===== src/hdl/tcsa_pkg.sv =====
`timescale 1ns / 1ps
// ----------------------------------------------------------------------------
// Cell score accumulator package
// Shared sizes, word types, control structs and depth helpers.
// ----------------------------------------------------------------------------
package tcsa_pkg;

  localparam int MAX_DEPTH      = 3;
  localparam int RESPONSE_WIDTH = 32;
  localparam int SUM_WIDTH      = 48;

  localparam int DEPTH_W      = 2;
  localparam int CELL_W       = MAX_DEPTH;
  localparam int BUCKET_W     = CELL_W + 1;
  localparam int CELL_COUNT   = 1 << MAX_DEPTH;
  localparam int BUCKET_COUNT = 2 * CELL_COUNT;

  // Input word: one sample
  typedef struct packed {
    logic                             treated;
    logic [CELL_W-1:0]                cut_bits;
    logic signed [RESPONSE_WIDTH-1:0] weighted_response;
    logic                             last_sample;
  } sample_t;

  // Output word: one cell result
  typedef struct packed {
    logic [CELL_W-1:0]           cell_res;
    logic signed [SUM_WIDTH-1:0] score;
    logic                        last_cell;
  } result_t;

  // Shared read port request
  typedef struct packed {
    logic              en;
    logic [CELL_W-1:0] addr;
  } rd_req_t;

  // Accumulator write-back
  typedef struct packed {
    logic                 en;
    logic                 treated;
    logic [CELL_W-1:0]    addr;
    logic [SUM_WIDTH-1:0] data;
  } acc_wr_t;

  // Run end: kick off the readout
  typedef struct packed {
    logic              start;
    logic [CELL_W-1:0] last_idx;
  } drain_start_t;

  // Readout status toward the bucket store
  typedef struct packed {
    logic busy;
    logic clr;
  } drain_ctl_t;

  // Map the depth register to the depth in force (zero acts as one)
  function automatic logic [DEPTH_W-1:0] active_depth(input logic [DEPTH_W-1:0] cfg);
    logic [DEPTH_W-1:0] d;
    d = cfg;
    if (d == '0) d = DEPTH_W'(1);
    if (d > DEPTH_W'(MAX_DEPTH)) d = DEPTH_W'(MAX_DEPTH);
    return d;
  endfunction

  // Mask of the cut bits that a depth uses, also the last cell index
  function automatic logic [CELL_W-1:0] cell_mask(input logic [DEPTH_W-1:0] depth);
    logic [CELL_W:0] full;
    full = ({{CELL_W{1'b0}}, 1'b1} << depth) - 1'b1;
    return full[CELL_W-1:0];
  endfunction

endpackage


===== src/hdl/treatment_cell_score_accumulator.sv =====
`timescale 1ns / 1ps
// ----------------------------------------------------------------------------
// Treatment cell score accumulator
// Sums weighted responses per (cell, treatment) bucket and emits one
// treated-minus-untreated score per cell at the end of each run.
// ----------------------------------------------------------------------------
// Usage:
//   Input channel (in_valid_i / in_stall_o / in_word_i) takes one sample
//   word per cycle while a run accumulates. Each word does a read-modify-
//   write of one bucket in the two bucket RAMs (treated and untreated side);
//   back-to-back hits on one bucket are forwarded from the write-back.
//   The word flagged last_sample ends the run: input stalls for that word's
//   write-back cycle and then for the readout, one read of both RAMs per
//   cell, 2^depth cells. The first result follows the last word through the
//   stage-one register, the readout state, the RAM read register and the
//   output register; then one result per cycle unless the output stalls.
//   Output channel (out_valid_o / out_stall_i / out_word_o) is registered;
//   a receiver stall holds the word and pauses the readout, and new samples
//   are taken again once the last cell's data sits in the output register.
//   cfg_we_i / cfg_wdata_i write the search depth (reset value 1).
//   Reset clears the per-bucket valid flags, so all sums read as zero; the
//   final readout of each run clears them the same way, with no sweep.
// ----------------------------------------------------------------------------
module treatment_cell_score_accumulator import tcsa_pkg::*; (
  input  logic               clk_i,
  input  logic               rst_ni,
  input  logic               cfg_we_i,
  input  logic [DEPTH_W-1:0] cfg_wdata_i,
  input  logic               in_valid_i,
  output logic               in_stall_o,
  input  sample_t            in_word_i,
  output logic               out_valid_o,
  input  logic               out_stall_i,
  output result_t            out_word_o
);

  logic [DEPTH_W-1:0]      depth_q;
  logic [CELL_W-1:0]       cut_mask;
  logic [BUCKET_COUNT-1:0] vld_q;
  logic [SUM_WIDTH-1:0]    rdata_t;
  logic [SUM_WIDTH-1:0]    rdata_u;
  rd_req_t                 acc_rd;
  rd_req_t                 drn_rd;
  acc_wr_t                 acc_wr;
  drain_start_t            start;
  drain_ctl_t              drn_ctl;
  logic                    rd_en;
  logic [CELL_W-1:0]       rd_addr;

  // Depth register
  always_ff @(posedge clk_i or negedge rst_ni) begin
    if (!rst_ni) begin
      depth_q <= DEPTH_W'(1);
    end else if (cfg_we_i) begin
      depth_q <= cfg_wdata_i;
    end
  end

  assign cut_mask = cell_mask(active_depth(depth_q));

  // Bucket valid flags: set on write-back, drop all on the final readout
  always_ff @(posedge clk_i or negedge rst_ni) begin
    if (!rst_ni) begin
      vld_q <= '0;
    end else if (drn_ctl.clr) begin
      vld_q <= '0;
    end else if (acc_wr.en) begin
      vld_q[{acc_wr.addr, acc_wr.treated}] <= 1'b1;
    end
  end

  // Share the read port between accumulate and readout
  assign rd_en   = acc_rd.en | drn_rd.en;
  assign rd_addr = drn_rd.en ? drn_rd.addr : acc_rd.addr;

  tcsa_ram #(
    .WIDTH (SUM_WIDTH),
    .DEPTH (CELL_COUNT)
  ) u_ram_treated (
    .clk_i   (clk_i),
    .we_i    (acc_wr.en & acc_wr.treated),
    .waddr_i (acc_wr.addr),
    .wdata_i (acc_wr.data),
    .re_i    (rd_en),
    .raddr_i (rd_addr),
    .rdata_o (rdata_t)
  );

  tcsa_ram #(
    .WIDTH (SUM_WIDTH),
    .DEPTH (CELL_COUNT)
  ) u_ram_untreated (
    .clk_i   (clk_i),
    .we_i    (acc_wr.en & ~acc_wr.treated),
    .waddr_i (acc_wr.addr),
    .wdata_i (acc_wr.data),
    .re_i    (rd_en),
    .raddr_i (rd_addr),
    .rdata_o (rdata_u)
  );

  tcsa_accum u_accum (
    .clk_i        (clk_i),
    .rst_ni       (rst_ni),
    .in_valid_i   (in_valid_i),
    .in_stall_o   (in_stall_o),
    .in_word_i    (in_word_i),
    .cut_mask_i   (cut_mask),
    .hold_i       (drn_ctl.busy),
    .bucket_vld_i (vld_q),
    .rdata_t_i    (rdata_t),
    .rdata_u_i    (rdata_u),
    .rd_o         (acc_rd),
    .wr_o         (acc_wr),
    .start_o      (start)
  );

  tcsa_drain u_drain (
    .clk_i        (clk_i),
    .rst_ni       (rst_ni),
    .start_i      (start),
    .bucket_vld_i (vld_q),
    .rdata_t_i    (rdata_t),
    .rdata_u_i    (rdata_u),
    .rd_o         (drn_rd),
    .ctl_o        (drn_ctl),
    .out_valid_o  (out_valid_o),
    .out_stall_i  (out_stall_i),
    .out_word_o   (out_word_o)
  );

  // No sample enters while the readout owns the RAMs
  assert property (@(posedge clk_i) disable iff (!rst_ni)
    drn_ctl.busy |-> !(in_valid_i && !in_stall_o))
    else $error("sample accepted during readout");

  // Accumulate and readout never share the read port in one cycle
  assert property (@(posedge clk_i) disable iff (!rst_ni)
    !(acc_rd.en && drn_rd.en))
    else $error("read port conflict");

  // Clearing never collides with a bucket write-back
  assert property (@(posedge clk_i) disable iff (!rst_ni)
    !(drn_ctl.clr && acc_wr.en))
    else $error("clear during write-back");

  // Run end always starts the readout
  assert property (@(posedge clk_i) disable iff (!rst_ni)
    start.start |=> drn_ctl.busy)
    else $error("readout did not start");

endmodule


===== src/hdl/tcsa_ram.sv =====
`timescale 1ns / 1ps
// ----------------------------------------------------------------------------
// Generic RAM
// One write port, one read port with registered read data (read-first).
// ----------------------------------------------------------------------------
module tcsa_ram #(
  parameter int WIDTH = 8,
  parameter int DEPTH = 8
) (
  input  logic                     clk_i,
  input  logic                     we_i,
  input  logic [$clog2(DEPTH)-1:0] waddr_i,
  input  logic [WIDTH-1:0]         wdata_i,
  input  logic                     re_i,
  input  logic [$clog2(DEPTH)-1:0] raddr_i,
  output logic [WIDTH-1:0]         rdata_o
);

  logic [WIDTH-1:0] mem [DEPTH];
  logic [WIDTH-1:0] rdata_q;

  // Write and registered read; read data holds while no read is issued
  always_ff @(posedge clk_i) begin
    if (we_i) begin
      mem[waddr_i] <= wdata_i;
    end
    if (re_i) begin
      rdata_q <= mem[raddr_i];
    end
  end

  assign rdata_o = rdata_q;

endmodule


===== src/hdl/tcsa_accum.sv =====
`timescale 1ns / 1ps
// ----------------------------------------------------------------------------
// Sample accumulate pipeline
// Read the bucket on accept, add the response in the next cycle, write back.
// ----------------------------------------------------------------------------
module tcsa_accum import tcsa_pkg::*; (
  input  logic                     clk_i,
  input  logic                     rst_ni,
  input  logic                     in_valid_i,
  output logic                     in_stall_o,
  input  sample_t                  in_word_i,
  input  logic [CELL_W-1:0]        cut_mask_i,
  input  logic                     hold_i,
  input  logic [BUCKET_COUNT-1:0]  bucket_vld_i,
  input  logic [SUM_WIDTH-1:0]     rdata_t_i,
  input  logic [SUM_WIDTH-1:0]     rdata_u_i,
  output rd_req_t                  rd_o,
  output acc_wr_t                  wr_o,
  output drain_start_t             start_o
);

  logic                      accept;
  logic [CELL_W-1:0]         cut;
  logic                      s1_valid_q;
  logic [BUCKET_W-1:0]       s1_bucket_q;
  logic [RESPONSE_WIDTH-1:0] s1_resp_q;
  logic                      s1_last_q;
  logic [CELL_W-1:0]         s1_last_idx_q;
  logic                      wb_valid_q;
  logic [BUCKET_W-1:0]       wb_bucket_q;
  logic [SUM_WIDTH-1:0]      wb_data_q;
  logic [SUM_WIDTH-1:0]      base;
  logic [SUM_WIDTH-1:0]      resp_ext;
  logic [SUM_WIDTH-1:0]      sum;

  // Hold input while a readout runs or the run's last word is in flight
  assign in_stall_o = hold_i | (s1_valid_q & s1_last_q);
  assign accept     = in_valid_i & ~in_stall_o;
  assign cut        = in_word_i.cut_bits & cut_mask_i;

  // Issue the bucket read on accept (both sides share the address)
  assign rd_o.en   = accept;
  assign rd_o.addr = cut;

  // Stage one control
  always_ff @(posedge clk_i or negedge rst_ni) begin
    if (!rst_ni) begin
      s1_valid_q <= 1'b0;
      wb_valid_q <= 1'b0;
    end else begin
      s1_valid_q <= accept;
      wb_valid_q <= s1_valid_q;
    end
  end

  // Stage one payload and last write-back for forwarding
  always_ff @(posedge clk_i) begin
    if (accept) begin
      s1_bucket_q   <= {cut, in_word_i.treated};
      s1_resp_q     <= in_word_i.weighted_response;
      s1_last_q     <= in_word_i.last_sample;
      s1_last_idx_q <= cut_mask_i;
    end
    wb_bucket_q <= s1_bucket_q;
    wb_data_q   <= sum;
  end

  // Pick the old sum: forward the previous write, else RAM data or zero if unwritten
  always_comb begin
    if (wb_valid_q && (wb_bucket_q == s1_bucket_q)) begin
      base = wb_data_q;
    end else if (bucket_vld_i[s1_bucket_q]) begin
      base = s1_bucket_q[0] ? rdata_t_i : rdata_u_i;
    end else begin
      base = '0;
    end
  end

  assign resp_ext = {{(SUM_WIDTH-RESPONSE_WIDTH){s1_resp_q[RESPONSE_WIDTH-1]}}, s1_resp_q};
  assign sum      = base + resp_ext;

  // Write back the new sum
  assign wr_o.en      = s1_valid_q;
  assign wr_o.treated = s1_bucket_q[0];
  assign wr_o.addr    = s1_bucket_q[BUCKET_W-1:1];
  assign wr_o.data    = sum;

  // Start the readout once the last word's sum is being written
  assign start_o.start    = s1_valid_q & s1_last_q;
  assign start_o.last_idx = s1_last_idx_q;

endmodule


===== src/hdl/tcsa_drain.sv =====
`timescale 1ns / 1ps
// ----------------------------------------------------------------------------
// Cell readout
// Read both sides of each cell, subtract, and hand results to the output
// register; clear the buckets with the final read.
// ----------------------------------------------------------------------------
module tcsa_drain import tcsa_pkg::*; (
  input  logic                    clk_i,
  input  logic                    rst_ni,
  input  drain_start_t            start_i,
  input  logic [BUCKET_COUNT-1:0] bucket_vld_i,
  input  logic [SUM_WIDTH-1:0]    rdata_t_i,
  input  logic [SUM_WIDTH-1:0]    rdata_u_i,
  output rd_req_t                 rd_o,
  output drain_ctl_t              ctl_o,
  output logic                    out_valid_o,
  input  logic                    out_stall_i,
  output result_t                 out_word_o
);

  localparam logic ST_IDLE = 1'b0;
  localparam logic ST_RUN  = 1'b1;

  logic              state_q;
  logic [CELL_W-1:0] cnt_q;
  logic [CELL_W-1:0] last_idx_q;
  logic              done_issue_q;
  logic              rdv_q;
  logic [CELL_W-1:0] rd_cell_q;
  logic              rd_last_q;
  logic [1:0]        rd_mask_q;
  logic              out_valid_q;
  result_t           out_word_q;
  logic              issue;
  logic              move;
  logic              issue_last;
  logic [SUM_WIDTH-1:0] treated_sum;
  logic [SUM_WIDTH-1:0] untreated_sum;

  // Move read data into the output register when it is free or draining
  assign move       = rdv_q & (~out_valid_q | ~out_stall_i);
  assign issue      = (state_q == ST_RUN) & ~done_issue_q & (~rdv_q | move);
  assign issue_last = issue & (cnt_q == last_idx_q);

  assign rd_o.en   = issue;
  assign rd_o.addr = cnt_q;
  assign ctl_o.busy = (state_q == ST_RUN);
  assign ctl_o.clr  = issue_last;

  // Sequence the cell reads
  always_ff @(posedge clk_i or negedge rst_ni) begin
    if (!rst_ni) begin
      state_q      <= ST_IDLE;
      done_issue_q <= 1'b0;
      rdv_q        <= 1'b0;
      out_valid_q  <= 1'b0;
      cnt_q        <= '0;
    end else begin
      case (state_q)
        ST_IDLE: begin
          if (start_i.start) begin
            state_q      <= ST_RUN;
            cnt_q        <= '0;
            done_issue_q <= 1'b0;
          end
        end
        ST_RUN: begin
          if (issue) begin
            cnt_q <= cnt_q + 1'b1;
            if (issue_last) begin
              done_issue_q <= 1'b1;
            end
          end
          if (move && rd_last_q) begin
            state_q <= ST_IDLE;
          end
        end
        default: begin
          state_q <= ST_IDLE;
        end
      endcase
      if (issue) begin
        rdv_q <= 1'b1;
      end else if (move) begin
        rdv_q <= 1'b0;
      end
      if (move) begin
        out_valid_q <= 1'b1;
      end else if (!out_stall_i) begin
        out_valid_q <= 1'b0;
      end
    end
  end

  // Latch the run length and per-read cell tags
  always_ff @(posedge clk_i) begin
    if (start_i.start && (state_q == ST_IDLE)) begin
      last_idx_q <= start_i.last_idx;
    end
    if (issue) begin
      rd_cell_q <= cnt_q;
      rd_last_q <= issue_last;
      rd_mask_q <= {bucket_vld_i[{cnt_q, 1'b1}], bucket_vld_i[{cnt_q, 1'b0}]};
    end
    if (move) begin
      out_word_q.cell_res  <= rd_cell_q;
      out_word_q.score     <= treated_sum - untreated_sum;
      out_word_q.last_cell <= rd_last_q;
    end
  end

  // Unwritten buckets read as zero
  assign treated_sum   = rd_mask_q[1] ? rdata_t_i : '0;
  assign untreated_sum = rd_mask_q[0] ? rdata_u_i : '0;

  assign out_valid_o = out_valid_q;
  assign out_word_o  = out_word_q;

endmodule


===== config.mk =====
export PLATFORM = sky130hd
export DESIGN_NAME = treatment_cell_score_accumulator
export DESIGN_NICKNAME = d
export VERILOG_FILES = /design/src/hdl/tcsa_pkg.sv /design/src/hdl/treatment_cell_score_accumulator.sv /design/src/hdl/tcsa_ram.sv /design/src/hdl/tcsa_accum.sv /design/src/hdl/tcsa_drain.sv
export SDC_FILE = /design/constraint.sdc
export NUM_CORES = 1
export LEC_CHECK = 0
export BUFFER_PORTS_ARGS = -buffer_cell sky130_fd_sc_hd__buf_2
export CORE_UTILIZATION = 57
export DETAILED_ROUTE_END_ITERATION = 6
export MAX_ROUTING_LAYER = met4
export PLACE_DENSITY_LB_ADDON = 0.3
export SLEW_MARGIN = 20
export SYNTH_ARGS = -nofsm -noshare
export SYNTH_HDL_FRONTEND = slang
export SYNTH_SLANG_ARGS = --single-unit

===== constraint.sdc =====
create_clock -name clk_i -period 7.5 [get_ports clk_i]
set_input_delay 0.375 -clock clk_i [delete_from_list [all_inputs] [get_ports clk_i]]
set_output_delay 0.375 -clock clk_i [all_outputs]
set_load 0.01 [all_outputs]

==> impl_metrics.env <==
export IMPL_fin_setup_tns_ps=0
export IMPL_core_area_um2=77980
export IMPL_finalSetupViolations=0
export IMPL_worst_slew_pin_transition_ps=1163
export IMPL_die_area_um2=80410
export IMPL_cts_tree="done"
export IMPL_chipWidth_um=283.6
export IMPL_drc_errors=0
export IMPL_synth_fp_nets=3955
export IMPL_drt_iter0_markers=3484
export IMPL_synth_area_mux_share_pct=1.675
export IMPL_wl_per_cell_um=23.03
export IMPL_yosysWarningCount=0
export IMPL_holdPathEnd="u_accum.s1_bucket_q[2]$_DFFE_PP_"
export IMPL_slew_headroom_pct=22.48
export IMPL_synth_compound_area_share_pct=6.454
export IMPL_cp_cell_sequence="buf_4, xor2_1, nor4_2, buf_12, or2_2, o21ai_0, ha_1, a211oi_1, nor2_2, a211oi_4, o21a_1, o21ai_1, a21oi_1, o21ai_0, xor2_1"
export IMPL_vias=30330
export IMPL_synth_top_area_share_pct=64.12
export IMPL_period_minus_slack_ps=6174
export IMPL_yosys_area_share_simple_pct=17.18
export IMPL_synth_xor_area_share_pct=1.841
export IMPL_critPathArrivalTime_ps=6460
export IMPL_holdCritStartpoint="in_word_i[34]"
export IMPL_hpwl_mm=64.68
export IMPL_synth_largest_area_cell="edfxtp_1"
export IMPL_dr_pass1_iters=5
export IMPL_root_buffer="clkbuf_16"
export IMPL_cp_required_ps=7790
export IMPL_synth_cell_types=78
export IMPL_startpoint_type="flip-flop"
export IMPL_end_kind="flip-flop"
export IMPL_cts_htree_levels=3
export IMPL_ys_flop_type="edfxtp_1"
export IMPL_antenna_found_initial=2
export IMPL_synth_area_um2=45190
export IMPL_cts_buffers=103
export IMPL_reg2reg_depth=15
export IMPL_area_growth_pct=12.49
export IMPL_maxSlewViolCount=0
export IMPL_r2r_start="u_accum.s1_bucket_q[0]$_DFFE_PP_"
export IMPL_path_depth=15
export IMPL_clkTransAtPathRegs_ps=60
export IMPL_wirelength_mm=115.5
export IMPL_fmaxAchievable_mhz=162.0
export IMPL_nNetsFinal=4031
export IMPL_antenna_cells=0
export IMPL_hold_viol=0
export IMPL_slowest_stage="xor2_1"
export IMPL_ys_seq_area_share_pct=67.92
export IMPL_insertion_delay_ps=670
export IMPL_period_share_pct=82.32
export IMPL_synthAdderAreaFrac_pct=2.802
export IMPL_ys_ff_latch=1044
export IMPL_worst_path_largest_cell_delay_ps=910
export IMPL_clockBufferDepth=3
export IMPL_ys_top_cells_by_area="edfxtp_1 (64%), nand2_1 (8.6%), nand3_1 (5.6%)"
export IMPL_hp_class="in -> reg"
export IMPL_final_common_cell="nand2_1"
export IMPL_numPortBuffers=97
export IMPL_cap_violations=0
export IMPL_via_per_inst=6.048
export IMPL_synth_edf_count=965
export IMPL_rsz0062_at_grt="false"
export IMPL_critical_path_class="reg -> reg"
export IMPL_path_max_fanout=96
export IMPL_rrSetupSlack_ps=1330
export IMPL_cts_setup_buffers=0
export IMPL_rows=102
export IMPL_layout_common_cells="nand2_1 (1,037), edfxtp_1 (965), nand3_1 (506)"
export IMPL_grt_max_degree=207
export IMPL_die_h_um=283.6
export IMPL_drive_gt1_share_pct=10.06
export IMPL_syn_area_per_cell_um2=11.86
export IMPL_pin_count=98
export IMPL_numClockSinks=1044
export IMPL_gr_total_overflow=0
export IMPL_grt_total_usage_pct=29.44
export IMPL_status="finished clean"
export IMPL_ant_nets=0
export IMPL_path_delay_family="compound AO/OA/AOI/OAI gates"
export IMPL_gp_congestion=0.9523
export IMPL_synth_top_family_by_area="simple AND/OR/NAND/NOR gates"
export IMPL_holdPathStages=2
export IMPL_synthArstFlopShare_pct=2.586
export IMPL_n_fill_cell=5604
export IMPL_clock_skew_final_ps=30.97
export IMPL_r2r_end="u_ram_treated.mem[1][33]$_DFFE_PP_"
export IMPL_grt_pass1_wl_mm=173.2
export IMPL_start_util_pct=57.96
export IMPL_netlist_instances=3811
export IMPL_path_buf_inv=2
export IMPL_grt_pass1_vias=28560
worst reg2reg max path: stages, from the launching register on:
cell	delay, ps
edfxtp_1	620
buf_4	630
xor2_1	170
nor4_2	340
buf_12	390
or2_2	220
o21ai_0	110
ha_1	330
a211oi_1	320
nor2_2	120
a211oi_4	400
o21a_1	260
o21ai_1	190
a21oi_1	530
o21ai_0	250
xor2_1	910
cell usage after synthesis (27+ instances only):
master and count:
inv_1 30, o21ai_0 151, dfxtp_1 52, a21o_1 51
buf_1 27, nor2_1 93, ha_1 98, xnor2_1 56
a21oi_1 100, nand2_1 1039, and2_1 56, clkbuf_1 197
nand3_1 506, edfxtp_1 965, mux2i_1 52, xor2_1 39
o31ai_1 51
worst max path at each step:
stage                                      endpoint                             start  slack (ps)
4_1_cts        u_ram_untreated.mem[1][45]$_DFFE_PP_  u_accum.s1_bucket_q[0]$_DFFE_PP_        1200
5_1_grt          u_ram_treated.mem[7][35]$_DFFE_PP_  u_accum.s1_bucket_q[0]$_DFFE_PP_         990
6_report         u_ram_treated.mem[1][33]$_DFFE_PP_  u_accum.s1_bucket_q[0]$_DFFE_PP_        1330
3_3_place_gp     u_ram_treated.mem[6][45]$_DFFE_PP_  u_accum.s1_bucket_q[0]$_DFFE_PP_        1450
3_5_place_dp     u_ram_treated.mem[6][45]$_DFFE_PP_  u_accum.s1_bucket_q[0]$_DFFE_PP_        1290
2_1_floorplan    u_ram_treated.mem[0][35]$_DFFE_PP_  u_accum.s1_bucket_q[0]$_DFFE_PP_        2180
flip-flops by register name (all words and copies together) (netlist names), 3 cells and up:
signal and cells:
u_ram_treated.mem 384, u_ram_untreated.mem 384, u_drain.out_word_o 52, u_accum.wb_data_q 48, u_ram_treated.rdata_o 48, u_ram_untreated.rdata_o 48, u_accum.s1_resp_q 32, vld_q 16
u_accum.s1_bucket_q 4, u_accum.wb_bucket_q 4, u_accum.s1_last_idx_q 3, u_drain.cnt_q 3, u_drain.last_idx_q 3, u_drain.rd_cell_q 3
timing repair:
action                    4_1_cts  5_1_grt
hold buffers                   41        0
gates resized for setup         0        0
hold endpoints to repair       65        0
per-stage QoR:
stage	instances	util [%]	cell area [um2]	hold WS [ps]	setup slack (ps)
6_report	5015	65.19	50840	43.31	1326
5_1_grt	5015	65.19	50840	41.97	994.2
4_1_cts	5015	64.97	50660	15.04	1202
3_5_place_dp	4781	60.09	46860	405.4	1293
3_3_place_gp	4780	60.06	46830	402.5	1452
2_1_floorplan	3811	-	45190	79.41	2184
logic make-up (layout without fill, tap and decap cells):
family | after synthesis | count (layout)
compound gates | 458 | 458
xor+xnor | 95 | 95
fa+ha+maj | 100 | 100
buf+inv | 255 | 419
flops | 1044 | 1044
mux | 65 | 65
other cells | 1 | 1
simple gates | 1793 | 1793
cell type report:
type	instances	area [um2]	share of cell area [%]
flip-flops and latches	1044	30700	60.38
clock inverters	59	640.6	1.260
well taps	1040	1301	2.560
multi-input cells	2512	13900	27.35
clock buffers	134	2754	5.417
repair buffers	195	1424	2.801
inverters	31	116.4	0.2289
routing by layer:
metal	up-vias	part of all wire, %	global-route usage [%]
li1	13840	-	-
met1	14830	41	40.76
met2	1446	47	45.09
met3	210	9.3	4.180
met4	0	3.1	10.05
met5	-	0	-
Power is not shown: default switching activity piles up to over one toggle a cycle in this logic, so the estimate is an artifact.
